### config.mk
export PLATFORM = sky130hd
export DESIGN_NAME = wlt_fifo
export DESIGN_NICKNAME = d
export VERILOG_FILES = /design/src/rtl/core/wlt_pkg.sv /design/src/rtl/core/wlt_fifo.sv
export SDC_FILE = /design/constraint.sdc
export NUM_CORES = 1
export LEC_CHECK = 0
export BUFFER_PORTS_ARGS = -buffer_cell sky130_fd_sc_hd__buf_2
export CAP_MARGIN = 20
export CORE_MARGIN = 2
export CORE_UTILIZATION = 25
export CTS_CLUSTER_DIAMETER = 50
export DETAILED_ROUTE_END_ITERATION = 8
export GPL_TIMING_DRIVEN = 0
export PLACE_DENSITY_LB_ADDON = 0.08
export SYNTH_ARGS = -nofsm -noshare
export SYNTH_HDL_FRONTEND = slang
export SYNTH_SLANG_ARGS = --single-unit
### constraint.sdc
create_clock -name i_clk -period 6.7 [get_ports i_clk]
set_clock_uncertainty 0.15 [all_clocks]
set_input_delay 1.34 -clock i_clk [delete_from_list [all_inputs] [get_ports i_clk]]
set_output_delay 1.34 -clock i_clk [all_outputs]
set_load 0.01 [all_outputs]
### src/rtl/core/wlt_pkg.sv
package wlt_pkg;

    localparam int LOAD_W   = 20;
    localparam int GAIN_W   = 20;
    localparam int SPRING_W = 22;
    localparam int CFG_W    = 22;
    localparam int IDX_W    = 3;
    localparam int QUAT_W   = 16;
    localparam int ACC_W    = 18;
    localparam int CORNERS  = 4;

    localparam logic [LOAD_W-1:0] LOAD_MAX   = 20'hFFFFF;
    localparam logic [15:0]       COMP_SCALE = 16'd62500;

    // Register map
    typedef enum logic [IDX_W-1:0] {
        REG_STATIC_LOAD = 3'd0,
        REG_LONG_GAIN   = 3'd1,
        REG_LAT_GAIN    = 3'd2,
        REG_SPRING_RATE = 3'd3,
        REG_MAX_TRAVEL  = 3'd4
    } t_reg_idx;

    typedef struct packed {
        logic [LOAD_W-1:0]   static_load;
        logic [GAIN_W-1:0]   long_gain;
        logic [GAIN_W-1:0]   lat_gain;
        logic [SPRING_W-1:0] spring_rate;
        logic [LOAD_W-1:0]   max_travel;
    } t_cfg;

    // Corner order: front left, front right, rear left, rear right
    typedef logic [LOAD_W-1:0]        t_load;
    typedef t_load [CORNERS-1:0]      t_corners;

    // Queue status between front and back
    typedef struct packed {
        logic full;
        logic empty;
    } t_q_status;

endpackage

### src/rtl/core/wlt_fifo.sv
module wlt_fifo #(
    parameter int DEPTH = 4
) (
    input  logic               i_clk,
    input  logic               i_rst_n,
    input  logic               i_push,
    input  wlt_pkg::t_corners  i_data,
    input  logic               i_pop,
    output wlt_pkg::t_corners  o_data,
    output wlt_pkg::t_q_status o_status
);
    import wlt_pkg::*;

    localparam int PTR_W = (DEPTH > 1) ? $clog2(DEPTH) : 1;
    localparam int CNT_W = $clog2(DEPTH + 1);
    localparam logic [PTR_W-1:0] LAST = PTR_W'(DEPTH - 1);
    localparam logic [CNT_W-1:0] FULL = CNT_W'(DEPTH);

    t_corners          r_mem [DEPTH];
    logic [PTR_W-1:0]  r_wr, r_rd;
    logic [CNT_W-1:0]  r_count;

    assign o_data         = r_mem[r_rd];
    assign o_status.full  = (r_count == FULL);
    assign o_status.empty = (r_count == '0);

    // store incoming word
    always_ff @(posedge i_clk) begin
        if (i_push) begin
            r_mem[r_wr] <= i_data;
        end
    end

    // move pointers and occupancy
    always_ff @(posedge i_clk) begin
        if (!i_rst_n) begin
            r_wr    <= '0;
            r_rd    <= '0;
            r_count <= '0;
        end else begin
            if (i_push) begin
                r_wr <= (r_wr == LAST) ? '0 : r_wr + 1'b1;
            end
            if (i_pop) begin
                r_rd <= (r_rd == LAST) ? '0 : r_rd + 1'b1;
            end
            if (i_push && !i_pop) begin
                r_count <= r_count + 1'b1;
            end else if (i_pop && !i_push) begin
                r_count <= r_count - 1'b1;
            end
        end
    end

    a_no_overflow: assert property (@(posedge i_clk) disable iff (!i_rst_n)
        !(i_push && o_status.full && !i_pop))
        else $error("queue written while full");
    a_no_underflow: assert property (@(posedge i_clk) disable iff (!i_rst_n)
        !(i_pop && o_status.empty))
        else $error("queue read while empty");
    a_count_bound: assert property (@(posedge i_clk) disable iff (!i_rst_n)
        r_count <= FULL)
        else $error("queue count out of range");

endmodule

==> flow_summary.ini <==
[synth]
ys_ff_latch = 329
synth_cell_types = 22
synth_fp_nets = 553
yosysSeqAreaShare = 0.8101
syn_avg_cell_area_um2 = 26.16
syn-cell-area_um2 = 12080
syn_inst = 462
yosys_warnings = 0

[sta]
max_freq_ghz = 0.2553
period_share = 0.5845
setup_viol = 0
rsz0062_at_grt = false
hold_violations = 0
fin_crit_ns = 3.916
slew_headroom = 0.4882
worst_pin_slew_ns = 0.7678
final-max-slew-violation-count = 0
fin_setup_tns_ns = 0

[drt]
first_iter_violations = 295
drc = 0
drt_pass1_iterations = 6
drt-total-wl_mm = 26.45
num_vias = 5509
vias_per_cell = 4.164
antenna_left = 0
wl_per_cell_um = 19.99

[critical_path]
reg2reg_to = r_mem[3][14]
reg2reg_from = r_wr[0]
rr_worst_depth = 3
worstPathRequired_ns = 5.21
path_class = reg2out
rrSetupSlack_ns = 4.63
worstSetupStartpointType = flip-flop
cp-end-kind = output port
cp.arrival_ns = 2.43
critical_path.max_fanout = 10

[clocking]
cts_num_sinks = 329
cts_buffers = 43
post_cts_buffers = 0
cts_tree = built
cts.path.max_buffers = 3
worstSkewPairLatency_ns = 0.55
clk_pin_slew_worst_paths_ns = 0.05
holdBufCountCts = 0
cts_root_buf = clkbuf_16
cts_resized = 0
ctsHtreeMaxLevel = 2

[power]
total_leakage_power_nw = 5.105
ir_drop_mv = 0.1835
finalPower_mw = 5.108
powerDensity_nw_per_um2 = 334.9

[finish]
num-nets-final = 767
n_antenna_cell = 0
area_delta_synth_final_pct = 26.23
drive_gt1_frac = 0.4718

[global_routing]
grt_pass1_wl_mm = 39.27
grt_max_degree = 46
antenna_found_initial = 1
grt_overflow_total = 0
grt_usage = 0.1079
grt_pass1_vias = 6304

[outcome]
outcome = completed

[hold_path]
min_path_cells = 2
hold_start = r_count[2]
min_path_type = reg2reg
hold_end = r_count[2]

[floorplan]
rows = 80
die_w_um = 223.9
initial_core_util = 0.2531
fp.coreArea_um2 = 47750
dieHeight_um = 223.9
die_area_um2 = 50110
ioPinCount = 166

[place]
place.gp.congestion = 0.6826
hpwl_mm = 15.82
portBuffers = 165

[flow_run]
cap_violations = 0
cells in the final DEF, fill, tap and decap left out:
cell type and n:
mux4_2 80, clkinv_2 4, and2_1 1, o21a_1 1, clkbuf_16 45, buf_1 1, nor2_1 1, buf_6 1
dfxtp_1 9, a21boi_0 1, clkinvlp_4 4, inv_1 4, mux2i_1 4, and2_4 4, edfxtp_1 320, or3_1 1
nor3_1 2, xnor2_1 1, clkbuf_1 5, buf_2 173, xor2_1 1, nor2b_1 5, buf_16 4, o21ai_0 1
nor3b_1 1, inv_6 2, bufinv_16 6, fa_1 1, inv_8 2, clkinv_4 1, clkinv_1 8, ha_1 6
buf_12 8
cell usage after synthesis (all sizes together):
library cell	count	area share
nor3b	1	0.00062
nor2	1	0.00031
o21a	1	0.00062
or3	1	0.00052
o21ai	1	0.00041
mux2i	4	0.0033
xor2	1	0.00072
ha	6	0.0062
dfxtp	9	0.015
nor3	2	0.00083
xnor2	1	0.00072
buf	18	0.018
and2	5	0.0026
inv	4	0.0012
mux4	80	0.15
nor2b	5	0.0026
a21boi	1	0.00062
edfxtp	320	0.80
fa	1	0.0017
through the flow:
stage	instances	cell area, µm²	util	worst slack (ns)	hold WS, ns
2_1_floorplan	462	12080	-	2.900	0.3224
3_3_place_gp	1242	13680	0.2865	0.6964	0.3342
3_5_place_dp	1246	13800	0.2890	3.202	0.3980
4_1_cts	1323	15250	0.3195	2.586	0.4056
5_1_grt	1323	15250	0.3195	2.584	0.4224
6_report	1323	15250	0.3195	2.784	0.3804
how the worst max path moves through the flow:
stage,end,from
4_1_cts,o_data[73],flip-flop
6_report,o_data[73],flip-flop
2_1_floorplan,r_mem[0][0],i_push
5_1_grt,o_data[72],flip-flop
3_5_place_dp,o_data[73],flip-flop
3_3_place_gp,r_mem[0][68],i_push
report_power, final:
part	switching (mW)	internal [mW]
clock network	0.856	1.46
logic	0.224	0.189
registers	0.0218	2.36
sequential cells by signal (all words and copies together), names as in the netlist, named ones only:
signal and cells:
r_rd 2, r_wr 2, r_count 3, r_mem 320
logic make-up after synthesis:
| family | synth area share |
|---|---|
| xor gates and xnor gates | 0.001450 |
| adders and majority gates | 0.007869 |
| buffers and inverters | 0.01905 |
| DFF | 0.8101 |
| AOI/OAI and AO/OA | 0.001657 |
| and+or+nand+nor | 0.007455 |
| muxes | 0.1524 |
routing by layer:
layer	global-route usage	vias to the layer above	part of all wire
li1	-	2428	-
met1	0.1202	2897	0.39
met2	0.1916	127	0.52
met3	0.03095	55	0.053
met4	0.04753	2	0.030
met5	0	-	0.00049
worst max-delay path: stages, from the launching register on:
cell and delay [ns]:
dfxtp_1 0.30, buf_1 0.58, buf_2 0.46, mux4_2 0.36, buf_2 0.18
cell type report:
class,count,area (µm²)
well taps,615,769.5
flip-flops and latches,329,9789
plain buffers,18,215.2
clock inverters,27,309.0
inverters,4,15.01
repair buffers,169,935.9
fillers,4596,32490
clock buffers,50,1145
multi-input cells,111,2074
(Power assumes the default switching activity.)
